--- config.mk ---
export PLATFORM = sky130hd
export DESIGN_NAME = chroma_subsample_2x_top
export DESIGN_NICKNAME = d
export VERILOG_FILES = /design/src/hw/rtl/csub_pkg.sv /design/src/hw/rtl/chroma_subsample_2x_top.sv /design/src/hw/rtl/csub_ctrl.sv /design/src/hw/rtl/csub_line_buf.sv /design/src/hw/rtl/csub_out_stage.sv
export SDC_FILE = /design/constraint.sdc
export NUM_CORES = 1
export LEC_CHECK = 0
export BUFFER_PORTS_ARGS = -buffer_cell sky130_fd_sc_hd__buf_2
export CAP_MARGIN = 10
export CORE_ASPECT_RATIO = 1.5
export CORE_MARGIN = 2
export CORE_UTILIZATION = 35
export CTS_CLUSTER_SIZE = 25
export DETAILED_ROUTE_END_ITERATION = 6
export PLACE_DENSITY = 0.57
export SLEW_MARGIN = 20
export SYNTH_ARGS = -nofsm -noshare
export SYNTH_HDL_FRONTEND = slang
export SYNTH_SLANG_ARGS = --single-unit
--- constraint.sdc ---
create_clock -name clock -period 7 [get_ports clock]
set_input_delay 0.35 -clock clock [delete_from_list [all_inputs] [get_ports clock]]
set_output_delay 0.35 -clock clock [all_outputs]
set_load 0.01 [all_outputs]
--- src/hw/rtl/csub_pkg.sv ---
`timescale 1ns / 1ps

package csub_pkg;

   localparam int CSUB_MAX_LINE   = 64;
   localparam int SAMPLE_W        = 8;
   localparam int LINE_W          = 7;
   localparam int CSR_INDEX_W     = 2;
   localparam int CSR_DATA_W      = 7;

   localparam logic [LINE_W-1:0] LINE_WIDTH_RESET = 7'd16;

   typedef enum logic [CSR_INDEX_W-1:0] {
      CSR_HORIZ_ENABLE = 2'd0,
      CSR_VERT_ENABLE  = 2'd1,
      CSR_LINE_WIDTH   = 2'd2
   } csr_index_type;

   typedef struct packed {
      logic [SAMPLE_W-1:0] sample;
      logic                is_luma;
   } csub_req_type;

   typedef struct packed {
      logic [SAMPLE_W-1:0] out_sample;
      logic                out_is_luma;
   } csub_rsp_type;

   // what the front end hands to the middle stage for one item
   typedef struct packed {
      logic                emit;
      logic                avg;
      logic                is_luma;
      logic [SAMPLE_W-1:0] value;
   } csub_stage_type;

endpackage

--- src/hw/rtl/chroma_subsample_2x_top.sv ---
`timescale 1ns / 1ps

// 2x chroma subsampler for an 8-bit MCU sample stream. One sample is taken per
// clock with no bubbles while the output is not stalled; luma passes straight
// through, chroma is averaged in horizontal pairs and/or vertical line pairs as
// the csr registers select (index 0 horizontal enable, 1 vertical enable, 2
// line width, reset 0/0/16). An item enters the front stage, moves into a
// registered middle stage where the line buffer read completes, and lands in
// the output register; the line buffer port (one write or one read per item)
// sets the one-item-per-clock rate. Items that start a pair or fill the even
// line give no result. Program the registers only while the block is empty,
// and never make an odd line read a column that its even line did not write.
module chroma_subsample_2x_top
   import csub_pkg::*;
#(
   parameter int MAX_LINE = CSUB_MAX_LINE
) (
   input  logic                   clock,
   input  logic                   reset,
   input  logic                   req_valid,
   output logic                   req_ready,
   input  csub_req_type           req_data,
   output logic                   rsp_valid,
   input  logic                   rsp_ready,
   output csub_rsp_type           rsp_data,
   input  logic                   csr_write_enable,
   input  logic [CSR_INDEX_W-1:0] csr_index,
   input  logic [CSR_DATA_W-1:0]  csr_write_data
);

   localparam int ADDR_W = $clog2(MAX_LINE);

   csub_stage_type      stage_info;
   logic                mem_we;
   logic                mem_re;
   logic [ADDR_W-1:0]   mem_addr;
   logic [SAMPLE_W-1:0] mem_wdata;
   logic [SAMPLE_W-1:0] rd_data;
   logic                accept;

   assign accept = req_valid && req_ready;

   csub_ctrl #(
      .MAX_LINE (MAX_LINE),
      .ADDR_W   (ADDR_W)
   ) u_ctrl (
      .clock            (clock),
      .reset            (reset),
      .csr_write_enable (csr_write_enable),
      .csr_index        (csr_index),
      .csr_write_data   (csr_write_data),
      .accept           (accept),
      .req_data         (req_data),
      .stage_info       (stage_info),
      .mem_we           (mem_we),
      .mem_re           (mem_re),
      .mem_addr         (mem_addr),
      .mem_wdata        (mem_wdata)
   );

   csub_line_buf #(
      .MAX_LINE (MAX_LINE),
      .ADDR_W   (ADDR_W)
   ) u_line_buf (
      .clock     (clock),
      .mem_we    (mem_we),
      .mem_re    (mem_re),
      .mem_addr  (mem_addr),
      .mem_wdata (mem_wdata),
      .rd_data   (rd_data)
   );

   csub_out_stage u_out_stage (
      .clock      (clock),
      .reset      (reset),
      .req_valid  (req_valid),
      .req_ready  (req_ready),
      .stage_info (stage_info),
      .rd_data    (rd_data),
      .rsp_valid  (rsp_valid),
      .rsp_ready  (rsp_ready),
      .rsp_data   (rsp_data)
   );

endmodule

--- src/hw/rtl/csub_ctrl.sv ---
`timescale 1ns / 1ps

module csub_ctrl
   import csub_pkg::*;
#(
   parameter int MAX_LINE = CSUB_MAX_LINE,
   parameter int ADDR_W   = $clog2(MAX_LINE)
) (
   input  logic                  clock,
   input  logic                  reset,
   input  logic                  csr_write_enable,
   input  logic [CSR_INDEX_W-1:0] csr_index,
   input  logic [CSR_DATA_W-1:0] csr_write_data,
   input  logic                  accept,
   input  csub_req_type          req_data,
   output csub_stage_type        stage_info,
   output logic                  mem_we,
   output logic                  mem_re,
   output logic [ADDR_W-1:0]     mem_addr,
   output logic [SAMPLE_W-1:0]   mem_wdata
);

   localparam int CMP_W = (ADDR_W + 1 > LINE_W) ? ADDR_W + 1 : LINE_W;

   logic                horiz_enable_ff;
   logic                vert_enable_ff;
   logic [LINE_W-1:0]   line_width_ff;

   logic [SAMPLE_W-1:0] held_sample_ff, held_sample_in;
   logic                pair_half_ff, pair_half_in;
   logic [ADDR_W-1:0]   column_count_ff, column_count_in;
   logic                odd_line_ff, odd_line_in;

   logic [LINE_W-1:0]   halved;
   logic [CMP_W-1:0]    width_raw;
   logic [CMP_W-1:0]    eff_width;
   logic [CMP_W-1:0]    col_ext;
   logic [CMP_W-1:0]    col_next;
   logic [SAMPLE_W:0]   pair_sum;
   logic [SAMPLE_W-1:0] horiz_value;

   always_ff @(posedge clock) begin
      if (reset) begin
         horiz_enable_ff <= 1'b0;
         vert_enable_ff  <= 1'b0;
         line_width_ff   <= LINE_WIDTH_RESET;
      end else if (csr_write_enable) begin
         unique case (csr_index)
            CSR_HORIZ_ENABLE: horiz_enable_ff <= csr_write_data[0];
            CSR_VERT_ENABLE:  vert_enable_ff  <= csr_write_data[0];
            CSR_LINE_WIDTH:   line_width_ff   <= csr_write_data[LINE_W-1:0];
            default: ;
         endcase
      end
   end

   // reduced line width, clamped to 1..MAX_LINE
   always_comb begin
      halved    = horiz_enable_ff ? {1'b0, line_width_ff[LINE_W-1:1]} : line_width_ff;
      width_raw = CMP_W'(halved);
      if (width_raw == '0) begin
         eff_width = CMP_W'(1);
      end else if (width_raw > CMP_W'(MAX_LINE)) begin
         eff_width = CMP_W'(MAX_LINE);
      end else begin
         eff_width = width_raw;
      end
   end

   assign pair_sum    = {1'b0, held_sample_ff} + {1'b0, req_data.sample};
   assign horiz_value = horiz_enable_ff ? pair_sum[SAMPLE_W:1] : req_data.sample;

   // column restarts if a width change left it beyond the line
   assign col_ext  = (CMP_W'(column_count_ff) >= eff_width) ? '0 : CMP_W'(column_count_ff);
   assign col_next = col_ext + CMP_W'(1);

   always_comb begin
      held_sample_in     = held_sample_ff;
      pair_half_in       = pair_half_ff;
      column_count_in    = column_count_ff;
      odd_line_in        = odd_line_ff;
      stage_info.emit    = 1'b1;
      stage_info.avg     = 1'b0;
      stage_info.is_luma = req_data.is_luma;
      stage_info.value   = req_data.sample;
      mem_we             = 1'b0;
      mem_re             = 1'b0;
      mem_addr           = col_ext[ADDR_W-1:0];
      mem_wdata          = horiz_value;
      if (!req_data.is_luma) begin
         if (horiz_enable_ff && !pair_half_ff) begin
            held_sample_in  = req_data.sample;
            pair_half_in    = 1'b1;
            stage_info.emit = 1'b0;
         end else begin
            // a half pair survives while horizontal mode is off
            if (horiz_enable_ff) begin
               pair_half_in = 1'b0;
            end
            stage_info.value = horiz_value;
            if (vert_enable_ff) begin
               if (!odd_line_ff) begin
                  mem_we          = accept;
                  stage_info.emit = 1'b0;
               end else begin
                  mem_re         = accept;
                  stage_info.avg = 1'b1;
               end
               if (col_next >= eff_width) begin
                  column_count_in = '0;
                  odd_line_in     = ~odd_line_ff;
               end else begin
                  column_count_in = col_next[ADDR_W-1:0];
               end
            end
         end
      end
   end

   always_ff @(posedge clock) begin
      if (reset) begin
         held_sample_ff  <= '0;
         pair_half_ff    <= 1'b0;
         column_count_ff <= '0;
         odd_line_ff     <= 1'b0;
      end else if (accept) begin
         held_sample_ff  <= held_sample_in;
         pair_half_ff    <= pair_half_in;
         column_count_ff <= column_count_in;
         odd_line_ff     <= odd_line_in;
      end
   end

endmodule

--- src/hw/rtl/csub_line_buf.sv ---
`timescale 1ns / 1ps

module csub_line_buf
   import csub_pkg::*;
#(
   parameter int MAX_LINE = CSUB_MAX_LINE,
   parameter int ADDR_W   = $clog2(MAX_LINE)
) (
   input  logic                clock,
   input  logic                mem_we,
   input  logic                mem_re,
   input  logic [ADDR_W-1:0]   mem_addr,
   input  logic [SAMPLE_W-1:0] mem_wdata,
   output logic [SAMPLE_W-1:0] rd_data
);

   logic [SAMPLE_W-1:0] line_store_ff [MAX_LINE];
   logic [SAMPLE_W-1:0] rd_data_ff;

   always_ff @(posedge clock) begin
      if (mem_we) begin
         line_store_ff[mem_addr] <= mem_wdata;
      end
      if (mem_re) begin
         rd_data_ff <= line_store_ff[mem_addr];
      end
   end

   assign rd_data = rd_data_ff;

endmodule

--- src/hw/rtl/csub_out_stage.sv ---
`timescale 1ns / 1ps

module csub_out_stage
   import csub_pkg::*;
(
   input  logic                clock,
   input  logic                reset,
   input  logic                req_valid,
   output logic                req_ready,
   input  csub_stage_type      stage_info,
   input  logic [SAMPLE_W-1:0] rd_data,
   output logic                rsp_valid,
   input  logic                rsp_ready,
   output csub_rsp_type        rsp_data
);

   logic           mid_valid_ff;
   csub_stage_type mid_info_ff;
   logic           rsp_valid_ff, rsp_valid_in;
   csub_rsp_type   rsp_data_ff, rsp_data_in;
   logic           mid_advance;
   logic           rsp_load;
   logic [SAMPLE_W:0] vert_sum;

   // items that give no result leave the middle stage without loading
   assign rsp_load    = mid_valid_ff && mid_info_ff.emit && (!rsp_valid_ff || rsp_ready);
   assign mid_advance = mid_valid_ff && (!mid_info_ff.emit || !rsp_valid_ff || rsp_ready);
   assign req_ready   = !mid_valid_ff || mid_advance;

   assign vert_sum = {1'b0, rd_data} + {1'b0, mid_info_ff.value};

   always_comb begin
      rsp_data_in.out_is_luma = mid_info_ff.is_luma;
      rsp_data_in.out_sample  = mid_info_ff.avg ? vert_sum[SAMPLE_W:1] : mid_info_ff.value;
      if (rsp_load) begin
         rsp_valid_in = 1'b1;
      end else if (rsp_ready) begin
         rsp_valid_in = 1'b0;
      end else begin
         rsp_valid_in = rsp_valid_ff;
      end
   end

   always_ff @(posedge clock) begin
      if (reset) begin
         mid_valid_ff <= 1'b0;
         rsp_valid_ff <= 1'b0;
      end else begin
         if (req_valid && req_ready) begin
            mid_valid_ff <= 1'b1;
         end else if (mid_advance) begin
            mid_valid_ff <= 1'b0;
         end
         rsp_valid_ff <= rsp_valid_in;
      end
   end

   always_ff @(posedge clock) begin
      if (req_valid && req_ready) begin
         mid_info_ff <= stage_info;
      end
      if (rsp_load) begin
         rsp_data_ff <= rsp_data_in;
      end
   end

   assign rsp_valid = rsp_valid_ff;
   assign rsp_data  = rsp_data_ff;

endmodule

==> flow_metrics.tcl, run 1 <==
set metrics [dict create \
    status "finished, final reports clean" \
    ys_types 76 \
    die_x_um 214.2 \
    met2_usage 0.3449 \
    die_height_um 319.2 \
    min_from "req_valid" \
    yosysMostFrequentCell "edfxtp_1" \
    setup_ws_ns 1.320 \
    setup_tns_ns 0 \
    grt.met1_usage 0.2231 \
    cp-start-kind "flop" \
    hold_viol_final 0 \
    rows 115 \
    drive_above_1_share 0.1325 \
    place_ws_ns 1.445 \
    finalClockSkew_ns 0.02825 \
    holdPathStages 3 \
    area_delta_synth_final_pct 12.73 \
    grt_pass1_vias 14000 \
    clock-sinks 567 \
    critPathArrivalTime_ns 6.20 \
    vias_per_cell 5.680 \
    r2r-end "u_ctrl.column_count_ff[3]$_SDFFE_PP0P_" \
    slew_viol_final 0 \
    cp_max_fo 11 \
    synth.net_count 1553 \
    gp_congestion 0.9746 \
    grt_max_degree 66 \
    fmax_mhz 176.1 \
    syn_area_sq_um 23190 \
    drt.antenna.violating_nets 0 \
    nets 1604 \
    cts_tree "built" \
    seqPwrFrac 0.560 \
    end_kind "flop" \
    track_usage 0.1987 \
    worst_pin_slew_ns 1.056 \
    power_frac_comb 0.032 \
    cp.depth 19 \
    cts_buffers 51 \
    synth_area_leaders "edfxtp_1 70%, mux2i_1 4.7%, nor2_1 2.3%, dfxtp_1 2.3%, mux2_2 1.6%" \
    place_inst 2371 \
    cts_resized 0 \
    clockBufferDepth 3 \
    p_leak_nw 8.140 \
    grt_pass1_wl_um 98840 \
    final.min_clock_period_ns 5.680 \
    synth_edf_count 540 \
    worst_skew_pair.late_latency_ns 0.61 \
    synth_seq_cells 567 \
    start_util 0.3534 \
    drtIter0Drc 1830 \
    final_cell_area_sq_um 26140 \
    critical_path_class "reg2reg" \
    layout.cells.non_filler 2470 \
    hp-class "in2reg" \
    p_int_w 0.005282 \
    slowest_stage "or4_1" \
    portBuffers 33 \
    cts_max_level 2 \
    crit_chain "or4_1, o311ai_0, nand2_1, ha_1, a21o_1, a31oi_4, o2111ai_4, inv_1, ha_1, nand3_1, xor2_1, nor2_1, ha_1, a21oi_1, o21ai_0, a21o_1, a21oi_1, o21ai_0, a21oi_1" \
    grt.busiest_layer "met2" \
    synthArstFlopShare 0 \
    crit-reg2reg-launch "u_ctrl.line_width_ff[3]$_SDFFE_PP0P_" \
    die_area_sq_um 68370 \
    switching_share 0.2109 \
    synth_top_area_cell "edfxtp_1" \
    rr_worst_depth 19 \
    yosys.area.top_type_share 0.6993 \
    synth_warnings 0 \
    synth_cells 1500 \
    placed_area_sq_um 24520 \
    hpwlAfterDp_um 44650 \
    num_vias 14030 \
    rrSetupSlack_ns 1.32 \
    total_power_w 0.006694 \
    worst-path-buf-inv 1 \
    clk_pin_slew_ns 0.07 \
    synthTopCellsByCount "540 x edfxtp_1, 145 x nor2_1, 108 x mux2i_1" \
    clockRootBuffer "clkbuf_16" \
    pin_count 34 \
    synth_flop_cell "edfxtp_1" \
    n_antenna_cell 0 \
    overflow 0 \
    whs_endpoint "u_out_stage.mid_valid_ff$_SDFFE_PP0P_" \
    yosysSeqAreaShare 0.7226 \
    routedWlPerCell_um 27.90 \
    antenna_found_initial 0 \
    core_sq_um 65610 \
    powerDensity_nw_per_um2 256.1 \
    maxSlewHeadroom 0.2935 \
    p_sw_w 0.001412 \
    first_pass_iters 6 \
    crit_path_max_incr_delay_ns 0.56 \
    critPathRequiredTime_ns 7.52 \
    wl_um 68910 \
    pwr-share-clk 0.407 \
    grt_setup_unrepaired "no" \
    vdd_drop_max_mv 0.2176 \
    use_met3 0.03014 \
    finalSetupViolCount 0 \
    min_period_over_period 0.8114 \
    critical-path-top-delay-family "compound AO/OA/AOI/OAI gates" \
    drcViolationCount 0 \
    avgSynthCellArea_sq_um 15.46 \
    cap_violations 0 \
]
## sequential cells by signal (all words and copies together), names as in the netlist
name / cells
u_ctrl.vert_enable_ff: 1
u_out_stage.mid_info_ff: 11
u_line_buf.line_store_ff: 512
u_out_stage.rsp_data: 9
u_ctrl.column_count_ff: 6
u_ctrl.pair_half_ff: 1
u_ctrl.line_width_ff: 7
u_ctrl.held_sample_ff: 8
u_ctrl.odd_line_ff: 1
u_out_stage.mid_valid_ff: 1
u_line_buf.rd_data: 8
u_out_stage.rsp_valid: 1
u_ctrl.horiz_enable_ff: 1
## cell usage in the layout (no fill, tap or decap), drive strengths merged, types with 8 or more instances in the layout
cell type,synthesis,layout
a22oi,36,36
nor3,26,26
nor2,147,147
a222oi,10,10
buf,36,71
a31oi,13,13
and2,8,8
xnor2,9,9
a211oi,13,13
clkbuf,41,73
or3,9,9
nor2b,9,9
mux2,32,32
mux2i,108,108
dfxtp,27,27
o22ai,16,16
a21o,9,9
clkinv,1,19
o21ai,28,28
edfxtp,540,540
a22o,11,11
a221oi,32,32
nand2,72,72
nand3,28,28
ha,28,28
mux4,15,15
a21oi,69,69
inv,18,19
## logic make-up after synthesis
group                    after synthesis  synth area share
AND/OR/NAND/NOR                      339           0.06734
XOR/XNOR                              13          0.004910
multiplexers                         155           0.07673
adder cells (fa/ha/maj)               30           0.01684
buffers and inverters                 96           0.01705
flip-flops                           567            0.7226
AO/OA/AOI/OAI                        300           0.09453
## power groups by stage
stage | clock network, W | registers (W) | logic [W]
2_1_floorplan | 0 | 0.00383 | 0.000112
3_3_place_gp | 0 | 0.00382 | 0.000211
3_5_place_dp | 0 | 0.00382 | 0.000216
4_1_cts | 0.00276 | 0.00375 | 0.000219
5_1_grt | 0.00288 | 0.00375 | 0.000232
6_report | 0.00273 | 0.00375 | 0.000217
## worst register-to-register path: stages (launching register included)
cell and delay, ns:
dfxtp_1 0.34, or4_1 0.56, o311ai_0 0.53, nand2_1 0.18
ha_1 0.37, a21o_1 0.22, a31oi_4 0.35, o2111ai_4 0.39
inv_1 0.42, ha_1 0.25, nand3_1 0.11, xor2_1 0.19
nor2_1 0.17, ha_1 0.27, a21oi_1 0.14, o21ai_0 0.09
a21o_1 0.19, a21oi_1 0.44, o21ai_0 0.19, a21oi_1 0.18
## layer usage
layer,up-vias,wire length [um],share of wire
li1,6038,-,-
met1,7083,24460,0.35
met2,699,34560,0.50
met3,210,4423,0.064
met4,0,5468,0.079
met5,-,0,0
## per-stage QoR
stage               hold WS (ns)    util
global placement          0.4025  0.3737
floorplan                 0.4003       -
detailed placement        0.4182  0.3737
global route             0.01971  0.3984
finish                   0.01387  0.3984
CTS                     0.004008  0.3984
## final cells by class
cell class / count / area (sq um)
clock buffer: 73 / 1421
inverter: 19 / 71.32
fill: 6044 / 39470
multi-input combinational: 837 / 6137
timing repair buffer: 75 / 490.5
sequential: 567 / 16760
clock inverter: 22 / 158.9
tap: 877 / 1097
## how the worst max path moves through the flow
stage	start	to
floorplan	req_data[2]	u_line_buf.line_store_ff[0][6]$_DFFE_PP_
global placement	u_ctrl.line_width_ff[3]$_SDFFE_PP0P_	u_ctrl.column_count_ff[3]$_SDFFE_PP0P_
detailed placement	u_ctrl.line_width_ff[3]$_SDFFE_PP0P_	u_ctrl.column_count_ff[3]$_SDFFE_PP0P_
CTS	u_ctrl.line_width_ff[3]$_SDFFE_PP0P_	u_ctrl.column_count_ff[3]$_SDFFE_PP0P_
global route	u_ctrl.line_width_ff[3]$_SDFFE_PP0P_	u_ctrl.column_count_ff[3]$_SDFFE_PP0P_
finish	u_ctrl.line_width_ff[3]$_SDFFE_PP0P_	u_ctrl.column_count_ff[3]$_SDFFE_PP0P_
## what timing repair did
action	CTS	global route
endpoints found under the setup margin	0	0
hold buffers	4	0
endpoints found under the hold margin	4	0
setup buffers	0	0
Note: power is estimated with default switching activity, not from simulation.
==> run 2: changes to the inputs <==
==> constraint.sdc (replaced) <==
create_clock -name clock -period 5.8 [get_ports clock]
set_input_delay 0.29 -clock clock [delete_from_list [all_inputs] [get_ports clock]]
set_output_delay 0.29 -clock clock [all_outputs]
set_load 0.01 [all_outputs]
==> run 2 against run 1 <==
Effect of this change: total power is 23% higher; critical path type unchanged; critical path depth unchanged; setup slack got worse by 0.85 ns; sequential power rose by 21%; die area unchanged; first-iteration DRC count is 23% lower.
==> flow_metrics.tcl, run 2 (synthesis gave the netlist of run 1 again) <==
set metrics [dict create \
    status "finished, final reports clean" \
    area_delta_synth_final_pct 15.19 \
    drive_above_1_share 0.1648 \
    cap_violations 0 \
    clk_pin_slew_ns 0.07 \
    critPathRequiredTime_ns 6.33 \
    vdd_drop_max_mv 0.2130 \
    timing.hold.ws_ns 0.01549 \
    holdPathStages 3 \
    grt_setup_unrepaired "no" \
    clock-sinks 567 \
    cts_tree "built" \
    worst_skew_pair.late_latency_ns 0.61 \
    first_pass_iters 6 \
    crit_path_max_incr_delay_ns 0.57 \
    postCtsSetupBuffers 0 \
    largest_register_ff_count 512 \
    fillers 6038 \
    maxSlewHeadroom 0.2429 \
    start_util 0.3534 \
    gp_congestion 0.9437 \
    drtIter0Drc 1413 \
    rr_worst_depth 19 \
    whs_endpoint "u_ctrl.held_sample_ff[0]$_SDFFE_PP0P_" \
    powerDensity_nw_per_um2 309.2 \
    total_power_w 0.008258 \
    rrSetupSlack_ns 0.48 \
    die_height_um 319.2 \
    power_frac_comb 0.032 \
    p_int_w 0.006549 \
    critPathArrivalTime_ns 5.86 \
    worst_pin_slew_ns 1.125 \
    die_area_sq_um 68370 \
    core_sq_um 65610 \
    hold_viol_final 0 \
    switching_share 0.2070 \
    clockBufferDepth 3 \
    r2r-end "u_ctrl.column_count_ff[3]$_SDFFE_PP0P_" \
    pwr-share-clk 0.420 \
    grt_max_degree 66 \
    drt.antenna.violating_nets 0 \
    wl_um 68760 \
    final_common_cell "edfxtp_1" \
    critical_path_class "reg2reg" \
    finalClockSkew_ns 0.01535 \
    min_period_over_period 0.9181 \
    grt_pass1_vias 14410 \
    portBuffers 33 \
    n_antenna_cell 0 \
    track_usage 0.1991 \
    cts_hold_buf 11 \
    rows 115 \
    final.min_clock_period_ns 5.325 \
    antenna_found_initial 1 \
    slew_viol_final 0 \
    overflow 0 \
    end_kind "flop" \
    cts_buffers 51 \
    p_leak_nw 8.494 \
    fmax_mhz 187.8 \
    setup_tns_ns 0 \
    p_sw_w 0.001709 \
    cts_max_level 2 \
    crit-reg2reg-launch "u_ctrl.line_width_ff[4]$_SDFFE_PP1P_" \
    seqPwrFrac 0.548 \
    drcViolationCount 0 \
    cp_max_fo 8 \
    hp-class "in2reg" \
    regMostFlops "u_line_buf.line_store_ff" \
    clockRootBuffer "clkbuf_16" \
    num_vias 14100 \
    hpwlAfterDp_um 46090 \
    min_from "req_data[1]" \
    cts_resized 0 \
    die_x_um 214.2 \
    grt_pass1_wl_um 99260 \
    vias_per_cell 5.581 \
    crit_chain "or4_1, o311ai_0, nand2_1, ha_1, a21o_1, a31oi_4, o211a_4, and2_1, ha_1, nand3_1, xor2_1, nor2_1, ha_1, a21oi_1, o21ai_0, a21o_1, a21oi_1, o21ai_0, a21oi_1" \
    mostFrequentLayoutCells "540 x edfxtp_1, 144 x nor2_1, 108 x mux2i_1" \
    finalSetupViolCount 0 \
    nets 1661 \
    cp-start-kind "flop" \
    slowest_stage "o311ai_0" \
    routedWlPerCell_um 27.21 \
    pin_count 34 \
]
## run 2: per-layer routing
metal | vias to the layer above | global-route usage | wire length, um
li1 | 6150 | - | -
met2 | 628 | 0.3563 | 35170
met3 | 195 | 0.02718 | 3892
met5 | - | 0 | 0
met4 | 0 | 0.1369 | 5287
met1 | 7129 | 0.2184 | 24410
## run 2: worst max-delay path: cells and delay by family (launching register included)
family | cells | cell delay [ns]
flops | 1 | 0.34
xor+xnor | 1 | 0.20
fa+ha+maj | 3 | 0.83
simple gates | 5 | 1.23
compound gates | 10 | 2.65
## run 2: final cells by class
type,count,area [sq um],share of cell area
multi-input cells,837,6135,0.2297
clock inverters,33,327.8,0.01227
repair buffers,132,935.9,0.03504
inverters,19,71.32,0.002670
flip-flops and latches,567,16760,0.6276
clock buffers,62,1380,0.05166
well taps,877,1097,0.04108
## run 2: power groups by stage
stage	logic (W)	clock network [W]	registers (W)
global route	0.000287	0.00367	0.00452
detailed placement	0.000262	0	0.00461
floorplan	0.000135	0	0.00462
global placement	0.000255	0	0.00461
finish	0.000268	0.00347	0.00453
CTS	0.000269	0.00351	0.00453
## run 2: through the flow
stage / util / area [sq um] / cells / setup WS, ns
global route: 0.4071 / 26710 / 2527 / 0.1163
global placement: 0.3793 / 24890 / 2421 / 0.6199
finish: 0.4071 / 26710 / 2527 / 0.4751
detailed placement: 0.3793 / 24890 / 2421 / 0.5941
floorplan: - / 23190 / 1500 / 0.9551
CTS: 0.4071 / 26710 / 2527 / 0.5584
## run 2: worst max-delay path by stage
stage / from / to / slack (ns) / cells after the start
5_1_grt: u_ctrl.line_width_ff[3]$_SDFFE_PP0P_ / u_ctrl.column_count_ff[3]$_SDFFE_PP0P_ / 0.12 / 19
4_1_cts: u_ctrl.line_width_ff[4]$_SDFFE_PP1P_ / u_ctrl.column_count_ff[3]$_SDFFE_PP0P_ / 0.56 / 19
6_report: u_ctrl.line_width_ff[4]$_SDFFE_PP1P_ / u_ctrl.column_count_ff[3]$_SDFFE_PP0P_ / 0.48 / 19
3_3_place_gp: u_ctrl.line_width_ff[3]$_SDFFE_PP0P_ / u_ctrl.column_count_ff[3]$_SDFFE_PP0P_ / 0.62 / 19
2_1_floorplan: u_ctrl.held_sample_ff[1]$_SDFFE_PP0P_ / u_line_buf.line_store_ff[0][6]$_DFFE_PP_ / 0.96 / 9
3_5_place_dp: u_ctrl.line_width_ff[3]$_SDFFE_PP0P_ / u_ctrl.column_count_ff[3]$_SDFFE_PP0P_ / 0.59 / 19
